`src/hdl/scalenx_pixel_art_upscaler_unit_defines.svh`:
```
// assertion helpers
`ifndef SCALENX_PIXEL_ART_UPSCALER_UNIT_DEFINES_SVH
`define SCALENX_PIXEL_ART_UPSCALER_UNIT_DEFINES_SVH
`define SNX_ASSERT(label, expr, msg) \
  label: assert property (@(posedge clk) disable iff (rst) (expr)) else $error(msg);
`define SNX_ASSERT_IMP(label, pre, post, msg) \
  label: assert property (@(posedge clk) disable iff (rst) (pre) |-> (post)) else $error(msg);
`endif

```
`src/hdl/snx_pkg.sv`:
```
package snx_pkg;
  localparam int MAX_WIDTH_DEF  = 1024;
  localparam int MAX_HEIGHT_DEF = 1024;
  localparam int PIXEL_BITS_DEF = 32;
  localparam int CFG_IDX_BITS   = 2;
  localparam int DIM_BITS       = 11;
  localparam int COORD_BITS     = 12;
  localparam int PIX_W          = 32;
  localparam logic [CFG_IDX_BITS-1:0] REG_WIDTH  = 2'd0;
  localparam logic [CFG_IDX_BITS-1:0] REG_HEIGHT = 2'd1;
  localparam logic [CFG_IDX_BITS-1:0] REG_SCALE  = 2'd2;

  // one centre job handed from front to back
  typedef struct packed {
    logic [13:0] x;
    logic [13:0] y;
    logic [13:0] x0;
    logic [13:0] x2;
    logic [1:0]  b0;
    logic [1:0]  b1;
    logic [1:0]  b2;
    logic        s3;
    logic        last;
    logic        fdone;
  } job_t;
endpackage

```
`src/hdl/snx_queue.sv`:
```
module snx_queue (
  input  logic clk,
  input  logic rst,
  input  logic in_valid,
  output logic in_ready,
  input  snx_pkg::job_t in_job,
  output logic out_valid,
  input  logic out_ready,
  output snx_pkg::job_t out_job
);
  import snx_pkg::*;
  job_t mem [0:1];
  logic [1:0] cnt;
  logic rp, wp;
  assign in_ready = cnt != 2'd2;
  assign out_valid = cnt != 2'd0;
  assign out_job = mem[rp];
  always_ff @(posedge clk) begin
    if (in_valid && in_ready) mem[wp] <= in_job;
  end
  always_ff @(posedge clk) begin
    if (rst) begin
      cnt <= '0;
      rp <= 1'b0;
      wp <= 1'b0;
    end else begin
      if (in_valid && in_ready) wp <= !wp;
      if (out_valid && out_ready) rp <= !rp;
      cnt <= cnt + 2'(in_valid && in_ready) - 2'(out_valid && out_ready);
    end
  end
endmodule

```
`config.mk`:
```
export PLATFORM = sky130hd
export DESIGN_NAME = snx_queue
export DESIGN_NICKNAME = d
export VERILOG_FILES = /design/src/hdl/scalenx_pixel_art_upscaler_unit_defines.svh /design/src/hdl/snx_pkg.sv /design/src/hdl/snx_queue.sv
export SDC_FILE = /design/constraint.sdc
export NUM_CORES = 1
export LEC_CHECK = 0
export CORE_ASPECT_RATIO = 0.5
export CORE_UTILIZATION = 55
export CTS_BUF_LIST = sky130_fd_sc_hd__clkbuf_4 sky130_fd_sc_hd__clkbuf_8
export CTS_CLUSTER_DIAMETER = 40
export DETAILED_ROUTE_END_ITERATION = 12
export DONT_BUFFER_PORTS = 1
export PLACE_DENSITY_LB_ADDON = 0.2
export SYNTH_ARGS = -nofsm -noshare
export SYNTH_HDL_FRONTEND = slang
export SYNTH_SLANG_ARGS = --single-unit
```
`constraint.sdc`:
```
create_clock -name clk -period 4.4 [get_ports clk]
set_clock_uncertainty 0.2 [all_clocks]
set_input_delay 0.66 -clock clk [delete_from_list [all_inputs] [get_ports clk]]
set_output_delay 0.66 -clock clk [all_outputs]
set_load 0.01 [all_outputs]
```
# --- Yosys cells after proc, flatten, opt, wreduce, memory -nomap -nowiden ---
# Memories as Yosys holds them, arrays and structs flattened. A register that Yosys moved wholly into a read port is not among the register bits.
# Cells that the tools add are included.
classes:
  addsub: 2
  multipliers: 0
  n_div: 0
  order_cmp: 0
  n_eq_ne: 1
  shifts: 0
  mux: 4
  bitwise: 0
  reduce_logical: 5
ops:
  columns: ["cell", "n"]
  rows:
  - ["1-bit 2-to-1 mux", 4]
  - ["2-bit by 1-bit adder with 2-bit output", 1]
  - ["1-bit logical AND", 2]
  - ["1-bit logical NOT", 2]
  - ["2-bit != test, second input constant", 1]
  - ["2-bit nonzero test", 1]
  - ["2-bit by 1-bit subtractor with 2-bit output", 1]
totals:
  ff_bits: 4
  latchBits: 0
  ram_bits: 130
  rom_bits: 0
  in_bits: 69
  output_inout_bits: 67
  mem_count: 1
mem_list:
  columns: ["name", "depth", "width", "read_ports", "rd_ports_with_merged_regs", "write_ports", "line_no", "rtl"]
  rows:
  - ["mem", 2, 65, 1, 1, 1, "snx_queue.sv:12", "job_t mem [0:1];"]

# --- Logic depth before layout (Yosys ltp) ---
# Gate-level depths: netlist of the first run.
logic_depth:
  depth_word: 4
  depth_mapped: 6

# --- Worst setup path before layout of the first run ---
# No wires, ideal clock.
synth_timing:
  kind: "in2reg"
  from: "input in_valid"
  to: "memory mem[1][0] (netlist name) (enable)"
  setup_time_ns: 0.430
  arrival_ns: 2.237
  t_required_ns: 3.770
  setup_slack_ns: 1.533
  cell_stages: 1
  cell_sequence: "and3_1"
synth_between:
  elab_chain_cells: 3
synth_lines:
  columns: ["item", "line_no", "rtl"]
  rows:
  - ["start, declared", "snx_queue.sv:4", "input logic in_valid,"]
  - ["1-bit logical AND", "snx_queue.sv:19", "if (in_valid && in_ready) mem[wp] <= in_job;"]
  - ["1-bit 2-to-1 mux", "snx_queue.sv:19", null]
  - ["1-bit 2-to-1 mux (implied by the code)", "snx_queue.sv:19", null]
  - ["end, declared", "snx_queue.sv:12", null]
# No other way between the ends.

==> reports/metrics.cfg, run 1 <==
[synthesis]
mappedNetlistArea_um2=4970
ys_ff_latch=135
yosysSeqAreaShare_pct=80.5
synthCells=231
yosys_warnings=0
ys_types=25
syn_avg_cell_area_um2=21.5
synth_nets=301

[floorplan]
dieArea_um2=9450
pin_count=136
rows=24
die_y_um=69.2
die_width_um=136
coreArea_um2=8740
start_util_pct=56.9

[worst_setup_path]
worstSetupStartpointType=flop
cp-endpoint=out_job[16]
path_class=reg2out
worstPathArrival_ns=2.06
worstReg2RegEnd=mem[1][0]
r2r_slack_ns=1.82
path_max_fanout=29
reg2reg_depth=3
rr_startpoint=cnt[0]
end_kind=output port
required_ns=3.54

[layout]
nNetsFinal=317
n_antenna_cell=0
multi_input_area_um2=896
final_core_util_pct=63.8
drive_gt1_share_pct=15.8
final_cell_mix=edfxtp_1 (130), mux2_1 (65), clkbuf_8 (17), bufinv_16 (7)
register_area_um2=4010
final_common_cell=edfxtp_1
area_growth_pct=12.2
fillers=596

[clock_network]
cts_tree=yes
ctsHoldBuffers=0
numCtsBuffers=17
root_buffer=clkbuf_8
cts_sinks=135
insertion_delay_ns=0.42
cts_htree_levels=4
clk_pin_slew_ns=0.07
cts_resized=0
post_cts_buffers=0
cts.path.max_buffers=2

[grt]
grt_pass1_wl_mm=11.1
grtUsageTotal_pct=16.8
grt_start_max_net_pins=47
antenna_found_initial=0
grt_pass1_vias=2210
overflow=0

[routing]
drc=0
final_antenna_net_count=0
viasPerCell=5.36
wirelength_mm=7.33
drt_iter0_markers=110
drt_first_pass_iters=4
wl_per_cell_um=19.4
vias=2020

[status]
status=finished clean

[timing]
drv_slew=0
tightest_slew_ns=0.992
setup_violations=0
min_period_over_period_pct=66.4
worst_hold_slack_ns=0.0984
fin_tns_setup_ns=0
slew_headroom_pct=33.8
fin_crit_ns=2.92
worst_slack_ns=1.48
final_hold_viol_count=0
grt_setup_unrepaired=false
fmax_mhz=342

[placed_design]
hpwl_mm=4.82
io_buffers=0
place_congestion=0.713
pre_cts_ws_ns=1.79

[power_and_ir_drop]
cellPowerDensity_nw_per_um2=585
vdd_ir_drop_max_uv=335
power.total_mw=3.26
leakage_nw=1.86

[min_path]
hold_class=in2reg
hold_path.startpoint=rst

[flow_run]
max-cap-violations=0

logic make-up after synthesis:
family,share of synthesized area [%]
AO/OA/AOI/OAI,0.881
XOR/XNOR,0.176
adder cells (fa/ha/maj),0.252
buffers and inverters,1.46
flip-flops,80.5
multiplexers,14.7
AND/OR/NAND/NOR,1.96
power by group:
group	switching, mW	internal [mW]
clock	0.440	0.792
combinational	0.259	0.149
sequential	0.0609	1.56
total	0.760	2.50
synthesized netlist by cell type:
cell / count / area share, %
edfxtp_1: 130 / 79
mux2_1: 65 / 15
buf_6: 5 / 1.1
dfxtp_1: 5 / 2.0
nor2_1: 4 / 0.30
and3_1: 2 / 0.25
nor2b_1: 2 / 0.25
a21bo_1: 1 / 0.20
a21oi_1: 1 / 0.10
buf_2: 1 / 0.10
buf_4: 1 / 0.15
ha_1: 1 / 0.25
inv_1: 1 / 0.075
nand2b_1: 1 / 0.13
nand3_1: 1 / 0.10
nand3b_1: 1 / 0.15
nor3_2: 1 / 0.20
nor4_1: 1 / 0.13
nor4bb_2: 1 / 0.33
o21ai_0: 1 / 0.10
o21ai_1: 1 / 0.10
o21ba_1: 1 / 0.20
o31a_1: 1 / 0.18
or2_2: 1 / 0.13
xor2_1: 1 / 0.18
stage by stage:
stage | area (µm²) | instances
after floorplan | 4970 | 231
after global placement | 5080 | 345
after detailed placement | 5080 | 345
after CTS | 5580 | 377
after global routing | 5580 | 377
final | 5580 | 377
worst min-delay path by stage:
stage / endpoint / slack, ns / cells after the start
6_report: flop / 0.1 / 1
3_5_place_dp: rp / 0.30 / 2
5_1_grt: cnt[1] / 0.06 / 1
2_1_floorplan: flop / 0.27 / 2
4_1_cts: flop / 0.07 / 1
3_3_place_gp: rp / 0.29 / 2
cell type report:
type                            count  share of cell area, %
Sequential cell                   135                   71.8
Multi-Input combinational cell     88                   16.1
Clock inverter                     14                   4.55
Clock buffer                       18                   4.33
Tap cell                          117                   2.63
Timing Repair Buffer                4                  0.538
Inverter                            1                 0.0673
sequential cells by signal, indices dropped and copies added (netlist names), named ones only:
name and count:
rp 1, mem 130, cnt 2, wp 1
layer usage:
layer | global-route usage (%) | vias up | share of wire [%]
met1 | 17.2 | 995 | 38
met4 | 8.89 | 0 | 0.91
met2 | 27.9 | 72 | 51
met3 | 8.85 | 8 | 10
met5 | 0 | - | 0
li1 | - | 945 | -
critical path: stages, from the launching register on:
cell	delay, ns
dfxtp_2	0.80
buf_4	0.41
mux2_1	0.42
(Power assumes the default switching activity.)
==> run 2: changes to the inputs <==
Clock period 4.4 ns to 2.6 ns, I/O delays scaled along.
==> run 2 against run 1 <==
  * Total power increased by 54%
  * Die area unchanged
  * Critical path depth unchanged
  * First-iteration DRC count increased by 22%
  * Sequential share of layout area decreased by 6.2 points
  * Register-to-register slack got worse by 1.3 ns
  * Worst setup slack got worse by 1.1 ns
  * Critical path type unchanged
  * Non-clock buffer count increased by 69
  * Hold slack got worse by 0.060 ns
  * Sequential power increased by 67%
==> reports/metrics.cfg, run 2 (synthesis gave the netlist of run 1 again) <==
[status]
status=finished clean

[timing]
fin_crit_ns=2.20
drv_slew=0  ; unchanged
tightest_slew_ns=0.520  ; -0.473 ns
grt_setup_unrepaired=false
slew_headroom_pct=65.4  ; +32 points
min_period_over_period_pct=84.7
fin_tns_setup_ns=0  ; unchanged
fmax_mhz=454
setup_violations=0  ; unchanged
final_hold_viol_count=0  ; unchanged

[routing]
wirelength_mm=8.46  ; +15%
drt_first_pass_iters=5  ; +1
m1WireLength_mm=3.28  ; +19%
met2RoutedLength_mm=4.51  ; +20%
drt_iter0_markers=134  ; +22%
top_layer=met4
final_antenna_net_count=0  ; unchanged
viasPerCell=5.28  ; -1.5%
wl_per_cell_um=19.0  ; -2.2%
vias=2349  ; +16%
wl_met3_um=527  ; -31%
drc=0  ; unchanged

[clock_network]
insertion_delay_ns=0.42  ; about the same
post_cts_buffers=0  ; unchanged
cts_tree=yes
ctsHoldBuffers=67  ; +67
root_buffer=clkbuf_8
cts_resized=0  ; unchanged
cts_sinks=135  ; unchanged
cts_htree_levels=4  ; unchanged
cts.path.max_buffers=2  ; unchanged
clk_pin_slew_ns=0.07  ; about the same
numCtsBuffers=17  ; unchanged

[power_and_ir_drop]
power.total_mw=5.03  ; +54%
cellPowerDensity_nw_per_um2=824  ; +41%
vdd_ir_drop_max_uv=612  ; +83%
leakage_nw=2.07  ; +12%

[layout]
n_antenna_cell=0  ; unchanged
reg_top3=mem: 130 flops, cnt: 2 flops
final_common_cell=edfxtp_1
drive_gt1_share_pct=12.2  ; -3.6 points
design_area_um2=6110  ; +9.5%
final_core_util_pct=69.9  ; +6.1 points
area_growth_pct=22.9
finalNonFillerCells=445  ; +18%
top_register=mem
largest_register_ffs=130  ; unchanged
nNetsFinal=386  ; +22%
final_cell_mix=edfxtp_1 (130), dlygate4sd3_1 (67), mux2_1 (65), clkbuf_8 (17)

[floorplan]
pin_count=136  ; unchanged
coreArea_um2=8740  ; unchanged
die_width_um=136  ; unchanged
start_util_pct=56.9  ; unchanged
rows=24  ; unchanged
die_y_um=69.2  ; unchanged
dieArea_um2=9450  ; unchanged

[worst_setup_path]
crit_slowest_cell=mux2_1
cp_cell_sequence=buf_4 -> mux2_1
path_max_fanout=37  ; +28%
critPathMaxStageDelay_ns=0.44  ; -0.36 ns
end_kind=output port
worstPathArrival_ns=1.61  ; -0.45 ns
worstSetupStartpointType=flop
path_class=reg2out
required_ns=2.01  ; -1.53 ns

[grt]
grtUsageTotal_pct=19.5  ; +2.7 points
antenna_found_initial=0  ; unchanged
overflow=0  ; unchanged
grt_start_max_net_pins=39  ; -17%
grt_pass1_vias=2573  ; +16%
grt_pass1_wl_mm=13.0  ; +17%

[placed_design]
place_congestion=0.701  ; -1.6%
hpwl_mm=4.93  ; +2.2%
post-place-cells=347  ; +0.58%
placed_area_um2=5100  ; +0.37%
io_buffers=0  ; unchanged

[flow_run]
max-cap-violations=0  ; unchanged

[min_path]
hold_class=in2reg

-- run 2: cell types whose count changed in the layout (fill, tap and decap cells not counted) --
| cell | delta |
|---|---|
| clkbuf_4 | +1 |
| buf_4 | +2 |
| clkinvlp_4 | +1 |
| clkinv_1 | +2 |
| clkinv_4 | -1 |
| bufinv_16 | -6 |
| dlygate4sd3_1 | +67 |
| inv_2 | -1 |
| clkinv_2 | +3 |
-- run 2: worst paths after layout --
kind	cells past startpoint	startpoint	to	slack (ns)
worst max-delay path	2	flop	out_job[61]	0.40
worst min-delay path	3	out_ready	flop	0.04
worst max register to register	4	cnt[0]	mem[0][30]	0.57
worst min register to register	2	rp	flop	0.31
-- run 2: where the power goes --
| group | total, mW | switching [mW] | internal [mW] |
|---|---|---|---|
| registers | 2.70 | 0.0592 | 2.64 |
| logic | 0.858 | 0.531 | 0.327 |
| clock network | 1.47 | 0.723 | 0.750 |
| total | 5.03 | 1.31 | 3.72 |
-- run 2: metal layers --
| layer | vias up | GRT usage [%] |
|---|---|---|
| li1 | 1080 | - |
| met1 | 1180 | 21.0 |
| met2 | 76 | 33.4 |
| met3 | 13 | 6.80 |
| met4 | 0 | 11.1 |
| met5 | - | 0 |
-- run 2: critical path: cells and delay by family, from the launching register on --
family	cells	cell delay, ns
buf+inv	1	0.41
flops	1	0.32
mux	1	0.44
-- run 2: layout make-up --
cell class	instances	area [µm²]
timing repair buffer	73	716
inverter	1	7.51
clock inverter	12	87.6
multi-input combinational	88	896
tap	117	146
fill	566	2630
sequential	135	4010
clock buffer	19	249
-- run 2: metrics by stage --
stage | hold WS (ns) | setup WS, ns
global placement | 0.258 | 0.694
detailed placement | 0.258 | 0.629
global route | 0.0258 | 0.299
finish | 0.0380 | 0.397
CTS | 0.00411 | 0.350
floorplan | 0.259 | 0.327
