### config.mk
export PLATFORM = sky130hd
export DESIGN_NAME = snx_front
export DESIGN_NICKNAME = d
export VERILOG_FILES = /design/src/hdl/scalenx_pixel_art_upscaler_unit_defines.svh /design/src/hdl/snx_pkg.sv /design/src/hdl/snx_front.sv
export SDC_FILE = /design/constraint.sdc
export NUM_CORES = 1
export LEC_CHECK = 0
export BUFFER_PORTS_ARGS = -buffer_cell sky130_fd_sc_hd__buf_2
export CORE_AREA = 2 2 130 132
export CTS_CLUSTER_DIAMETER = 80
export DETAILED_ROUTE_END_ITERATION = 8
export DIE_AREA = 0 0 132 134
export GPL_ROUTABILITY_DRIVEN = 0
export PLACE_DENSITY = 0.7
export REMOVE_ABC_BUFFERS = 1
export SYNTH_ARGS = -nofsm -noshare
export SYNTH_HDL_FRONTEND = slang
export SYNTH_SLANG_ARGS = --single-unit
export TNS_END_PERCENT = 1
### constraint.sdc
create_clock -name clk -period 7.82 [get_ports clk]
set_input_delay 1.564 -clock clk [delete_from_list [all_inputs] [get_ports clk]]
set_output_delay 1.564 -clock clk [all_outputs]
set_load 0.05 [all_outputs]
### src/hdl/scalenx_pixel_art_upscaler_unit_defines.svh
// assertion helpers
`ifndef SCALENX_PIXEL_ART_UPSCALER_UNIT_DEFINES_SVH
`define SCALENX_PIXEL_ART_UPSCALER_UNIT_DEFINES_SVH
`define SNX_ASSERT(label, expr, msg) \
  label: assert property (@(posedge clk) disable iff (rst) (expr)) else $error(msg);
`define SNX_ASSERT_IMP(label, pre, post, msg) \
  label: assert property (@(posedge clk) disable iff (rst) (pre) |-> (post)) else $error(msg);
`endif

### src/hdl/snx_pkg.sv
package snx_pkg;
  localparam int MAX_WIDTH_DEF  = 1024;
  localparam int MAX_HEIGHT_DEF = 1024;
  localparam int PIXEL_BITS_DEF = 32;
  localparam int CFG_IDX_BITS   = 2;
  localparam int DIM_BITS       = 11;
  localparam int COORD_BITS     = 12;
  localparam int PIX_W          = 32;
  localparam logic [CFG_IDX_BITS-1:0] REG_WIDTH  = 2'd0;
  localparam logic [CFG_IDX_BITS-1:0] REG_HEIGHT = 2'd1;
  localparam logic [CFG_IDX_BITS-1:0] REG_SCALE  = 2'd2;

  // one centre job handed from front to back
  typedef struct packed {
    logic [13:0] x;
    logic [13:0] y;
    logic [13:0] x0;
    logic [13:0] x2;
    logic [1:0]  b0;
    logic [1:0]  b1;
    logic [1:0]  b2;
    logic        s3;
    logic        last;
    logic        fdone;
  } job_t;
endpackage

### src/hdl/snx_front.sv
module snx_front #(
  parameter int MAX_WIDTH  = snx_pkg::MAX_WIDTH_DEF,
  parameter int MAX_HEIGHT = snx_pkg::MAX_HEIGHT_DEF
) (
  input  logic clk,
  input  logic rst,
  input  logic cfg_valid,
  input  logic [snx_pkg::CFG_IDX_BITS-1:0] cfg_index,
  input  logic [31:0] cfg_data,
  input  logic in_fire,
  input  logic busy,
  output logic in_ready,
  output logic [$clog2(MAX_WIDTH)-1:0] wr_col,
  output logic [1:0] wr_bank,
  output logic job_valid,
  input  logic job_ready,
  output snx_pkg::job_t job
);
  import snx_pkg::*;
  localparam int CW = $clog2(MAX_WIDTH);
  localparam int RW = $clog2(MAX_HEIGHT);

  logic [DIM_BITS-1:0] image_width, image_height;
  logic [1:0] scale_factor;
  logic [CW-1:0] col;
  logic [RW-1:0] row;
  logic [1:0] bank, bank_m1;
  logic [13:0] w, h;
  logic [2:0] njobs, jidx;
  logic pending;
  logic [13:0] pc, pr;
  logic [1:0] pb, pbm1;
  logic [13:0] wm1, hm1;

  always_comb begin
    w = (image_width == '0) ? 14'd1 :
        ({3'd0, image_width} > 14'(MAX_WIDTH)) ? 14'(MAX_WIDTH) : {3'd0, image_width};
    h = (image_height == '0) ? 14'd1 :
        ({3'd0, image_height} > 14'(MAX_HEIGHT)) ? 14'(MAX_HEIGHT) : {3'd0, image_height};
    wm1 = w - 14'd1;
    hm1 = h - 14'd1;
  end

  assign in_ready = !pending;
  assign wr_col = col;
  assign wr_bank = bank;

  // job list for pending input: cols {c-1 if c>=1, c if last}, rows likewise
  logic hasxa, hasxb, hasya, hasyb;
  logic [1:0] nx, ny;
  logic xsel, ysel;
  logic [13:0] jx, jy;
  logic [1:0] jb;
  always_comb begin
    hasxa = pc != 14'd0;
    hasxb = pc == wm1;
    hasya = pr != 14'd0;
    hasyb = pr == hm1;
    nx = 2'(hasxa) + 2'(hasxb);
    ny = 2'(hasya) + 2'(hasyb);
    xsel = (nx == 2'd2) ? jidx[0] : !hasxa;
    if (ny == 2'd2) ysel = (nx == 2'd2) ? jidx[1] : jidx[0];
    else ysel = !hasya;
    jx = xsel ? pc : pc - 14'd1;
    jy = ysel ? pr : pr - 14'd1;
    jb = ysel ? pb : pbm1;
    job.x = jx;
    job.y = jy;
    job.x0 = (jx == 14'd0) ? 14'd0 : jx - 14'd1;
    job.x2 = (jx == wm1) ? wm1 : jx + 14'd1;
    job.b1 = jb;
    job.b0 = (jy == 14'd0) ? jb : ((jb == 2'd0) ? 2'd2 : jb - 2'd1);
    job.b2 = (jy == hm1) ? jb : ((jb == 2'd2) ? 2'd0 : jb + 2'd1);
    job.s3 = scale_factor == 2'd3;
    job.last = (jidx + 3'd1) == njobs;
    job.fdone = job.last && hasxb && hasyb;
  end
  assign job_valid = pending && njobs != 3'd0;

  always_ff @(posedge clk) begin
    if (rst) begin
      image_width <= 11'(1024);
      image_height <= 11'(1024);
      scale_factor <= 2'd2;
      col <= '0;
      row <= '0;
      bank <= 2'd0;
      bank_m1 <= 2'd2;
      pending <= 1'b0;
      jidx <= '0;
      njobs <= '0;
    end else begin
      if (cfg_valid && !busy) begin
        unique case (cfg_index)
          REG_WIDTH: image_width <= cfg_data[DIM_BITS-1:0];
          REG_HEIGHT: image_height <= cfg_data[DIM_BITS-1:0];
          REG_SCALE: scale_factor <= cfg_data[1:0];
          default: ;
        endcase
        if (cfg_index == REG_WIDTH || cfg_index == REG_HEIGHT || cfg_index == REG_SCALE) begin
          col <= '0;
          row <= '0;
          bank <= 2'd0;
          bank_m1 <= 2'd2;
        end
      end
      if (in_fire) begin
        pending <= 1'b1;
        jidx <= '0;
        pc <= 14'(col);
        pr <= 14'(row);
        pb <= bank;
        pbm1 <= bank_m1;
        njobs <= 3'(((col != '0) ? 2'd1 : 2'd0) + ((14'(col) == wm1) ? 2'd1 : 2'd0)) *
                 3'(((row != '0) ? 2'd1 : 2'd0) + ((14'(row) == hm1) ? 2'd1 : 2'd0));
        if (14'(col) == wm1) begin
          col <= '0;
          if (14'(row) == hm1) begin
            row <= '0;
            bank <= 2'd0;
            bank_m1 <= 2'd2;
          end else begin
            row <= row + RW'(1);
            bank_m1 <= bank;
            bank <= (bank == 2'd2) ? 2'd0 : bank + 2'd1;
          end
        end else begin
          col <= col + CW'(1);
        end
      end else if (pending) begin
        if (njobs == 3'd0) pending <= 1'b0;
        else if (job_ready) begin
          jidx <= jidx + 3'd1;
          if (job.last) pending <= 1'b0;
        end
      end
    end
  end
endmodule

---- Word level (Yosys, flattened, before mapping) ----
Index checks and enable logic that the tools add are counted.
operators by class
  $mul .................................... 1
  mux-type cells .......................... 45
  bitwise operators ....................... 2
  reductions and logical operators ........ 31
  $lt $le $gt $ge ......................... 2
  eq/ne operators ......................... 14
  add/subtract/negate cells ............... 16
operators by type and width
  kind                                                                   count
  10-bit two-way mux                                                     9
  10-bit by 14-bit == test with 1-bit output                             4
  14-bit two-way mux                                                     4
  11-bit two-way mux                                                     4
  2-bit two-way mux                                                      16
  14-bit == test                                                         2
  14-bit zero test                                                       2
  14-bit nonzero test                                                    2
  11-bit by 1-bit subtractor with 12-bit output (second input constant)  2
  11-bit greater-than comparator (second input constant)                 2
  11-bit zero test                                                       2
  10-bit by 1-bit subtractor with 11-bit output (second input constant)  2
  10-bit by 1-bit adder with 10-bit output (second input constant)       2
  10-bit nonzero test                                                    2
  14-bit by 1-bit adder with 14-bit output (second input constant)       1
  14-bit by 1-bit subtractor with 14-bit output (second input constant)  1
  2-bit == test (second input constant)                                  6
  1-bit two-way mux                                                      12
  2-bit AND reduction                                                    5
  1-bit by 1-bit adder with 2-bit output                                 4
  2-bit by 1-bit adder with 2-bit output (second input constant)         2
  1-bit logical AND                                                      4
  1-bit zero test                                                        4
  2-bit zero test                                                        2
  12 further kinds                                                       15
word-level totals
  flip-flop bits (word level) ............. 79
  output and inout bits ................... 79
  bits of input ports ..................... 40

---- Logic depth before layout (Yosys ltp) ----
Gate-level depths: netlist of the first run.
  word-level depth ........................ 13
  gate-level depth with buffers ........... 21
  gate-level depth less buffers ........... 18

---- Worst setup path before layout of the first run ----
OpenSTA, ideal clock, no wires.
  path kind ............................... flip-flop to output port
  start ................................... register image_width[4]
  end ..................................... output port job[19] in the netlist's numbering
  arrival ................................. 6.530 ns
  data required time ...................... 6.256 ns
  cell stages (with the launch flop) ...... 20
  slack ................................... -0.274 ns
  buffers on the path ..................... 3
  cells stage by stage .................... dfxtp_1 > clkbuf_1 > nor4_1 > a31oi_1 > nor2_1 > inv_1 > ha_1 > clkbuf_1 > inv_1 > or4_4 > a32oi_2 > o221ai_2 > nor3_1 > a31oi_1 > o22ai_1 > xor2_1 > nor4_1 > and4bb_2 > buf_4 > nor4b_1
RTL lines
  element                   line             text
  start: declaration        snx_front.sv:23  logic [DIM_BITS-1:0] image_width, image_height;
  start signal: assignment  snx_front.sv:82  image_width <= 11'(1024);
  start signal: assignment  snx_front.sv:95  REG_WIDTH: image_width <= cfg_data[DIM_BITS-1:0];
  end: declaration          snx_front.sv:17  output snx_pkg::job_t job

==> results.md, run 1 <==
- Clock tree buffer depth: 2
- Pwr Total: between 1 and 1.5 mW
- RSZ-0062 raised after global routing: false
- Fin crit share: 95.7%
- Row cnt: 47
- Mean routed wirelength per cell: about 15 um
- Core ar.: between 15000 and 20000 um2
- Tot GR Track Use: a little under a fifth
- Initial DRC count: 487
- Synth unique cells: just over 80
- First-pass GRT wire length: around 27000 um
- Final Max Tran Viols: 0
- Critical Setup Path Class: reg -> out
- Asr flop ratio synth: 0%
- Post-Syn Area: 6350 um2
- Worst vdd ir: ~0.10 mV
- Power per standard cell area: around 140 nW/um2
- Pleak: 2.92 nW
- HP Start: bank_m1[0]
- Reg-to-reg critical path startpoint: image_height[10]
- Via count: a little under 6000
- ANT nets after route: 0
- R2R cell count: 13
- Die W: 132 um
- Layout net count: 921
- Fin util: between 40% and 50%
- P&R area growth vs syn: 13.8%
- R2R Setup Slk: 2750 ps
- Fmax: ~0.13 GHz
- DIE AREA: 17700 um2
- Post-place setup slack: ~700 ps
- Initial antenna violation count: 0
- Worst Hold End: pbm1[0]
- Die H: between 100 and 150 um
- Final setup TNS: 0 ps
- H-tree levels: 3
- Fin cells: roughly 1100
- Fin crit period: 7480 ps
- Detail Placement HPWL: around 12000 um
- Worst-path clk slew: ~60 ps
- Startpoint class of the critical path: flip-flop
- Via density: around 5.5
- Sinks on Clock Net: 79
- Max cap viols: 0
- Worst skew pair latency: between 300 and 400 ps
- Placed cell count: approximately 1100
- Data required, critical path: 6260 ps
- Syn Area/Cell: around 8 um2
- PortBufs: 84
- I/O Pins: around 120
- CTS Hold Bufs: 0
- Initial Util: between 30 and 40%
- Number of synthesized flops with an enable pin: 24
- Drt drc: 0
- CTS tree: built
- Final WL: 16400 um
- Synth Instances: slightly below 800
- Largest net degree at the start of global routing: 47
- Hold WC Path Type: reg -> reg
- Skew final: around 6.7 ps
- Share of layout cells above drive strength 1: 17.7%
- RR Endpoint: row[1]
- Crit path max fanout: 12
- Worst hold stages: 0
- Cts bufs inserted: 9
- Seq/Total Area, Yosys: 28.7%
- Root buffer cell: clkbuf_16
- Seq cells post-synth: about 80
- ANT cells: 0
- Status: finished clean
- YS warnings: 0
- Max-slew headroom: 25.8%
- Grt ovf: 0
- Worst-margin pin slew: roughly 1100 ps
- Final Hold Viols: 0
- Ys flop type: dfxtp_1
- Final setup fails: 0
- Worst Setup End Kind: primary output
- Worst EP arrival: around 6000 ps
- Vias in the first global route: ~5500
- Crit path setup slack, layout: 337 ps
- Router iterations before antenna repair: 5
-- cell usage after synthesis, types with 24 or more instances --
library cell	count	area (um2)
a21oi_1	47	235
clkbuf_1	31	116
dfxtp_1	55	1100
edfxtp_1	24	721
inv_1	39	146
nand2_1	78	293
nand3_1	25	125
nor2_1	64	240
nor3_1	41	205
o21ai_0	37	185
xnor2_1	50	438
xor2_1	31	272
-- worst max path at each step --
stage	from	end	slack (ps)	cells past startpoint
after floorplan	image_width[4]	job[19]	2	16
after global placement	image_width[4]	job[7]	750	18
after detailed placement	image_width[4]	job[7]	700	18
after CTS	image_width[4]	job[7]	310	18
after global routing	image_width[4]	job[7]	30	18
final	image_width[4]	job[7]	340	18
-- repair_timing --
item	CTS	global route
buffers inserted	0	0
resized for setup	0	4
hold endpoints to repair	0	0
endpoints found under the setup margin	0	21
-- where the power goes --
group	total, mW	internal, mW	switching (mW)
clock network	0.390	0.223	0.167
registers	0.440	0.428	0.0117
logic	0.212	0.0655	0.147
total	1.04	0.717	0.326
-- per-layer routing --
layer / GRT usage [%] / wire length [um]
met5: 0 / 0
met1: 26.4 / 8040
met2: 28.9 / 7290
met3: 2.08 / 761
met4: 6.64 / 321
-- through the flow --
stage | instance area (um2) | hold slack, ps
4_1_cts | 7200 | 435
3_3_place_gp | 6930 | 418
3_5_place_dp | 6930 | 421
2_1_floorplan | 6130 | 409
5_1_grt | 7220 | 456
6_report | 7220 | 433
-- worst max-delay path: stages (launching register included) --
cell      delay [ps]
dfxtp_1          520
nor4_2           130
a31oi_1          280
nor2_1            70
buf_4            160
inv_1             50
ha_1             320
inv_1            140
or4_4            530
a32oi_2          270
o221ai_2         150
or4b_4           610
o31ai_2          750
buf_4            300
nor3b_1           70
xor2_1           150
or4_4            560
mux2_4           310
buf_2            210
-- cell type report --
class / count / area (um2)
clock buffers: 11 / 243
clock inverters: 5 / 32.5
fillers: 1643 / 9060
inverters: 41 / 154
multi-input cells: 636 / 4180
flip-flops and latches: 79 / 1820
well taps: 220 / 275
repair buffers: 97 / 518
-- flip-flops by register name (all words and copies together), names as in the netlist, 2 cells and up --
register,count
scale_factor,2
jidx,3
pr,10
wr_col,10
pb,2
image_width,11
wr_bank,2
njobs,3
image_height,11
row,10
bank_m1,2
pc,10
pbm1,2
-- cells in the final DEF, fill, tap and decap left out, types with 7 or more instances in the layout --
cell	netlist	routed
ha_1	17	17
edfxtp_1	24	24
xnor2_1	50	50
inv_1	39	39
conb_1	1	13
nand3b_1	7	7
a31oi_1	9	8
mux2_2	9	9
nand4_1	9	9
mux2i_1	18	18
a21oi_1	47	47
o21ai_0	37	37
nand2_1	78	78
xor2_1	31	31
nor2b_1	9	8
nor3_1	41	40
buf_2	3	84
buf_4	14	13
nor2_1	64	64
nand2b_1	9	9
clkbuf_16	0	9
dfxtp_1	55	55
and3_1	13	13
or4_1	10	10
nand3_1	25	25
nor3b_1	8	8
and2_1	7	7
nor4_1	18	16
or3_1	17	17
-- logic make-up after synthesis --
group	Yosys count	share of synthesized area (%)
XOR/XNOR	84	12.2
AO/OA/AOI/OAI	149	15.1
AND/OR/NAND/NOR	345	29.3
other	1	0.0590
buffers and inverters	93	6.62
multiplexers	28	4.67
adder cells (fa/ha/maj)	17	3.35
flip-flops	79	28.7
Power figures use the tool's default switching activity.
==> run 2, diff against run 1 <==
Clock period 7.82 ns to 7.8 ns, I/O delays scaled along.
==> run 2 against run 1 <==
Against the previous run:
- flip-flop and latch count is the same
- final cell count is essentially flat
- non-clock buffer count grew 1
- core utilization is essentially flat
- routed wire length grew 0.21%
- sequential share of layout area is essentially flat
- clock power grew 1%
- register-to-register slack lost 20 ps
- total power grew 0.59%
- first-iteration DRC count shrank 7.6%
==> results.md, run 2 (same netlist as run 1, synthesis figures left out) <==
- Initial DRC count: 450
- Worst-margin pin slew: approximately 1100 ps
- Crit path max fanout: 16
- Drt drc: 0
- Root buffer cell: clkbuf_16
- Final WL: approximately 16000 um
- Via density: between 5 and 6
- H-tree levels: 3
- Sinks on Clock Net: between 70 and 80
- Power per standard cell area: about 150 nW/um2
- RSZ-0062 raised after global routing: false
- CTS tree: built
- Mean routed wirelength per cell: roughly 15 um
- Largest net degree at the start of global routing: 47
- Initial antenna violation count: 0
- Data required, critical path: about 6200 ps
- Pleak: 2.92 nW
- I/O Pins: around 120
- ANT nets after route: 0
- Cts bufs inserted: 9
- Core ar.: about 16000 um2
- Most common cell after layout, fill and taps aside: buf_2
- Clock tree buffer depth: 2
- Worst EP arrival: just under 6000 ps
- Worst hold stages: 0
- Startpoint class of the critical path: flip-flop
- R2R cell count: 13
- Biggest regs: image_height x11, image_width x11
- Fin crit share: about 95%
- Tot GR Track Use: 18.2%
- Skew final: just over 6 ps
- Via count: 5982
- CTS Hold Bufs: 0
- Worst Setup End Kind: primary output
- Multi-input gate area: between 4000 and 5000 um2
- Final setup fails: 0
- Hold WS: between 400 and 500 ps
- Status: finished clean
- First-pass GRT wire length: around 27000 um
- Final Max Tran Viols: 0
- Detail Placement HPWL: around 12000 um
- Commonest cells after routing, fill and taps aside: buf_2, nand2_1, nor2_1
- DP Area: roughly 6900 um2
- Fmax: between 0.1 and 0.15 GHz
- Worst skew pair latency: 340 ps
- PortBufs: 84
- Die W: 132 um
- Crit path setup slack, layout: 391 ps
- Max cap viols: 0
- Seq. cell area: roughly 1800 um2
- Post-place setup slack: approximately 660 ps
- Die H: 134 um
- Worst-path clk slew: 60 ps
- Share of layout cells above drive strength 1: 17.4%
- Hold WC Path Type: reg -> reg
- Design area: 7220 um2
- Initial Util: around two fifths
- DIE AREA: 17700 um2
- Critical Setup Path Class: reg -> out
- ANT cells: 0
- Vias in the first global route: between 5000 and 6000
- Router iterations before antenna repair: 5
- Fill cells: around 1600
- Fin crit period: 7410 ps
- Grt ovf: 0
- Max-slew headroom: approximately 23%
- Row cnt: 47
- Final Hold Viols: 0
- Layout net count: ~920
- P&R area growth vs syn: 13.7%
- Worst vdd ir: just over 0.09 mV
[run 2: cell types whose count changed in the layout (fill, tap and decap cells not counted), sizes merged]
cell / change
buf: +1
clkbuf: +1
clkinv: -1
clkinvlp: -1
inv: +1
[run 2: metal layers]
layer	up-vias	GRT usage (%)	part of all wire, %
li1	2984	-	-
met1	2805	25.7	49
met2	168	29.0	45
met3	25	2.15	4.5
met4	0	5.80	2.0
met5	-	0	0
[run 2: layout make-up]
type / instances / area share, %
clock inverters: 4 / 0.398
well taps: 220 / 3.81
flip-flops and latches: 79 / 25.2
inverters: 41 / 2.13
repair buffers: 98 / 7.28
clock buffers: 12 / 3.41
multi-input cells: 636 / 57.8
[run 2: metrics by stage]
stage               TNS [ps]  power [mW]  cells  utilization, %
global placement           0       0.660   1074            42.6
CTS                        0        1.05   1090            44.3
finish                     0        1.05   1090            44.3
floorplan              -14.4       0.606    756               -
global route               0        1.09   1090            44.3
detailed placement         0       0.661   1074            42.6
[run 2: critical path, stage by stage (launching register included)]
cell and delay (ps):
dfxtp_1 500, nor4_1 100, buf_4 160, a31oi_1 280, nor2_1 100, inv_1 70, ha_1 310, inv_1 130
or4_4 520, a32oi_2 290, o221ai_2 150, or4b_4 610, o211ai_2 230, o31ai_4 190, buf_4 210, nor4b_2 340
xnor3_1 290, nor4_2 440, mux2_2 380, buf_2 210
[run 2: path summary, 6_finish.rpt]
kind,startpoint,end,slack (ps)
min reg2reg,bank_m1[0],pbm1[0],450
max reg2reg,image_height[10],row[1],2730
max,image_width[4],job[4],390
min,bank_m1[0],pbm1[0],450
[run 2: timing repair]
| action | 4_1_cts | 5_1_grt |
|---|---|---|
| gates resized for setup | 0 | 2 |
| endpoints found under the setup margin | 0 | 13 |
| setup buffers | 0 | 0 |
[run 2: power by group]
group | internal [mW] | leakage [nW] | switching [mW]
clock | 0.226 | 0.137 | 0.169
combinational | 0.0659 | 2.09 | 0.147
sequential | 0.429 | 0.692 | 0.0116
total | 0.721 | 2.92 | 0.328
==> run 3, diff against run 2 <==
Settings changed: CTS_BUF_LIST set to sky130_fd_sc_hd__clkbuf_4.
Clock period 7.8 ns to 6.9 ns, I/O delays scaled along.
==> run 3 against run 2 <==
Against the previous run:
- core utilization grew 1.3 points
- critical endpoint is now job[7]
- die area did not move
- flip-flop and latch count stayed put
- first-iteration DRC count up 30%
- global-route usage increased by 0.26 points
- final cell count up 2.6%
- sequential power increased by 12%
- routed wire length increased by 4.6%
- critical path depth is 1 lower
- total power up 3.8%
- sequential share of layout area decreased by 0.69 points
==> results.md, run 3 (same netlist as run 1, synthesis figures left out) <==
- First-pass GRT wire length: between 20000 and 30000 um
- Mean routed wirelength per cell: 15.4 um
- Fmax: between 0.1 and 0.15 GHz
- Worst skew pair latency: around 460 ps
- Fin crit share: between 90% and 100%
- Crit path max fanout: 8
- Commonest cells after routing, fill and taps aside: buf_2, nand2_1, nor2_1
- Detail Placement HPWL: 12700 um
- Final WL: 17200 um
- Hold WS: between 400 and 500 ps
- Row cnt: 47
- Fin util: 45.7%
- Drt drc: 0
- Fin crit period: 6680 ps
- Reg power frac: between 40% and 50%
- Data required, critical path: ~5500 ps
- Die W: 132 um
- Largest net degree at the start of global routing: 47
- Cts bufs inserted: 9
- CTS tree: built
- Crit path setup slack, layout: 219 ps
- P&R area growth vs syn: 17.2%
- Status: finished clean
- PortBufs: 84
- Initial DRC count: 583
- ANT nets after route: 0
- Initial Util: roughly two fifths
- Switching Share: ~34%
- Initial antenna violation count: 1
- Share of layout cells above drive strength 1: 21.6%
- Most common cell after layout, fill and taps aside: buf_2
- Final setup fails: 0
- Tot GR Track Use: between 10% and 20%
- Via count: between 6000 and 7000
- Logic gate share of total power: between 20% and 30%
- Clock tree buffer depth: 2
- Vias in the first global route: 5344
- Clock network power share: 30.9%
- Startpoint class of the critical path: flip-flop
- Sinks on Clock Net: 79
- Worst hold stages: 0
- Pleak: roughly 3 nW
- Worst EP arrival: around 5300 ps
- Biggest regs: image_height x11, image_width x11
- Max-slew headroom: around 25%
- Final Hold Viols: 0
- Power per standard cell area: between 100 and 150 nW/um2
- Final setup TNS: 0 ps
- Layout net count: between 900 and 1000
- Via density: roughly 5.5
- Fin cells: between 1000 and 1500
- Skew final: approximately 24 ps
- Worst Setup End Kind: primary output
- Fill cells: 1614
- DIE AREA: ~18000 um2
- Router iterations before antenna repair: 6
- Worst-margin pin slew: ~1100 ps
- Max cap viols: 0
- Worst vdd ir: roughly 0.077 mV
- Worst-path clk slew: around 140 ps
- Placed cell count: roughly 1100
- I/O Pins: 119
- Multi-input gate area: between 4000 and 5000 um2
- Critical Setup Path Class: reg -> out
- Seq. cell area: around 1800 um2
- R2R cell count: 13
- Power Internal: about 0.72 mW
- Root buffer cell: clkbuf_4
- Post-place setup slack: approximately 350 ps
- Final Max Tran Viols: 0
- Die H: 134 um
- Core ar.: roughly 16000 um2
- P_sw: 0.369 mW
- Grt ovf: 0
- H-tree levels: 3
- Hold WC Path Type: reg -> reg
[run 3: cell types whose count changed in the layout (fill, tap and decap cells not counted), moves of 2 or more]
cell,change
nor4_1,-3
ha_1,-2
clkbuf_16,-9
clkbuf_1,-2
dfxtp_1,-3
buf_4,+24
bufinv_16,+2
buf_2,-2
o31ai_2,+2
clkbuf_4,+11
nor4_2,+3
dfxtp_2,+3
[run 3: timing repair]
item | CTS | global route
setup buffers | 0 | 3
pin swaps | 0 | 5
hold buffers | 0 | 0
endpoints found under the setup margin | 14 | 26
resized for setup | 3 | 23
cloned | 0 | 2
[run 3: layer usage]
layer / vias to the layer above / wire (um) / GRT usage (%)
li1: 3045 / - / -
met1: 2851 / 8040 / 26.1
met2: 201 / 7950 / 29.2
met3: 30 / 892 / 2.61
met4: 0 / 324 / 5.50
met5: - / 0 / 0
[run 3: worst paths after layout]
check | end | slack (ps) | startpoint
setup / recovery | job[7] | 220 | image_width[1]
hold / removal | pbm1[1] | 450 | bank_m1[1]
setup reg to reg | row[1] | 2320 | image_height[8]
hold reg to reg | pbm1[1] | 450 | bank_m1[1]
[run 3: power groups by stage]
stage	registers, mW	logic (mW)	clock network [mW]
after floorplan	0.507	0.177	0
after global placement	0.505	0.245	0
after detailed placement	0.505	0.247	0
after CTS	0.495	0.248	0.342
after global routing	0.497	0.275	0.362
final	0.496	0.257	0.337
[run 3: cell type report]
class                      count  share of cell area (%)
tap                          220                    3.70
timing repair buffer         123                    9.70
multi-input combinational    638                    57.7
inverter                      41                    2.07
sequential                    79                    24.5
antenna                        1                  0.0336
clock inverter                 7                    1.40
clock buffer                   9                   0.908
[run 3: through the flow]
stage | instance area [um2] | power [mW]
finish | 7440 | 1.09
global route | 7440 | 1.13
CTS | 7280 | 1.09
detailed placement | 7100 | 0.753
global placement | 7100 | 0.751
floorplan | 6130 | 0.685
[run 3: worst max-delay path: stages, from the launching register on]
cell	delay, ps
dfxtp_1	360
nor4_1	60
buf_4	150
a31oi_4	200
nor2_1	80
inv_1	100
ha_4	200
inv_1	90
or4_4	520
a32oi_4	280
o221ai_2	140
or4b_4	580
o211ai_4	220
o31ai_4	140
or4_1	500
a211o_1	270
or4_4	440
mux2_4	310
buf_2	210
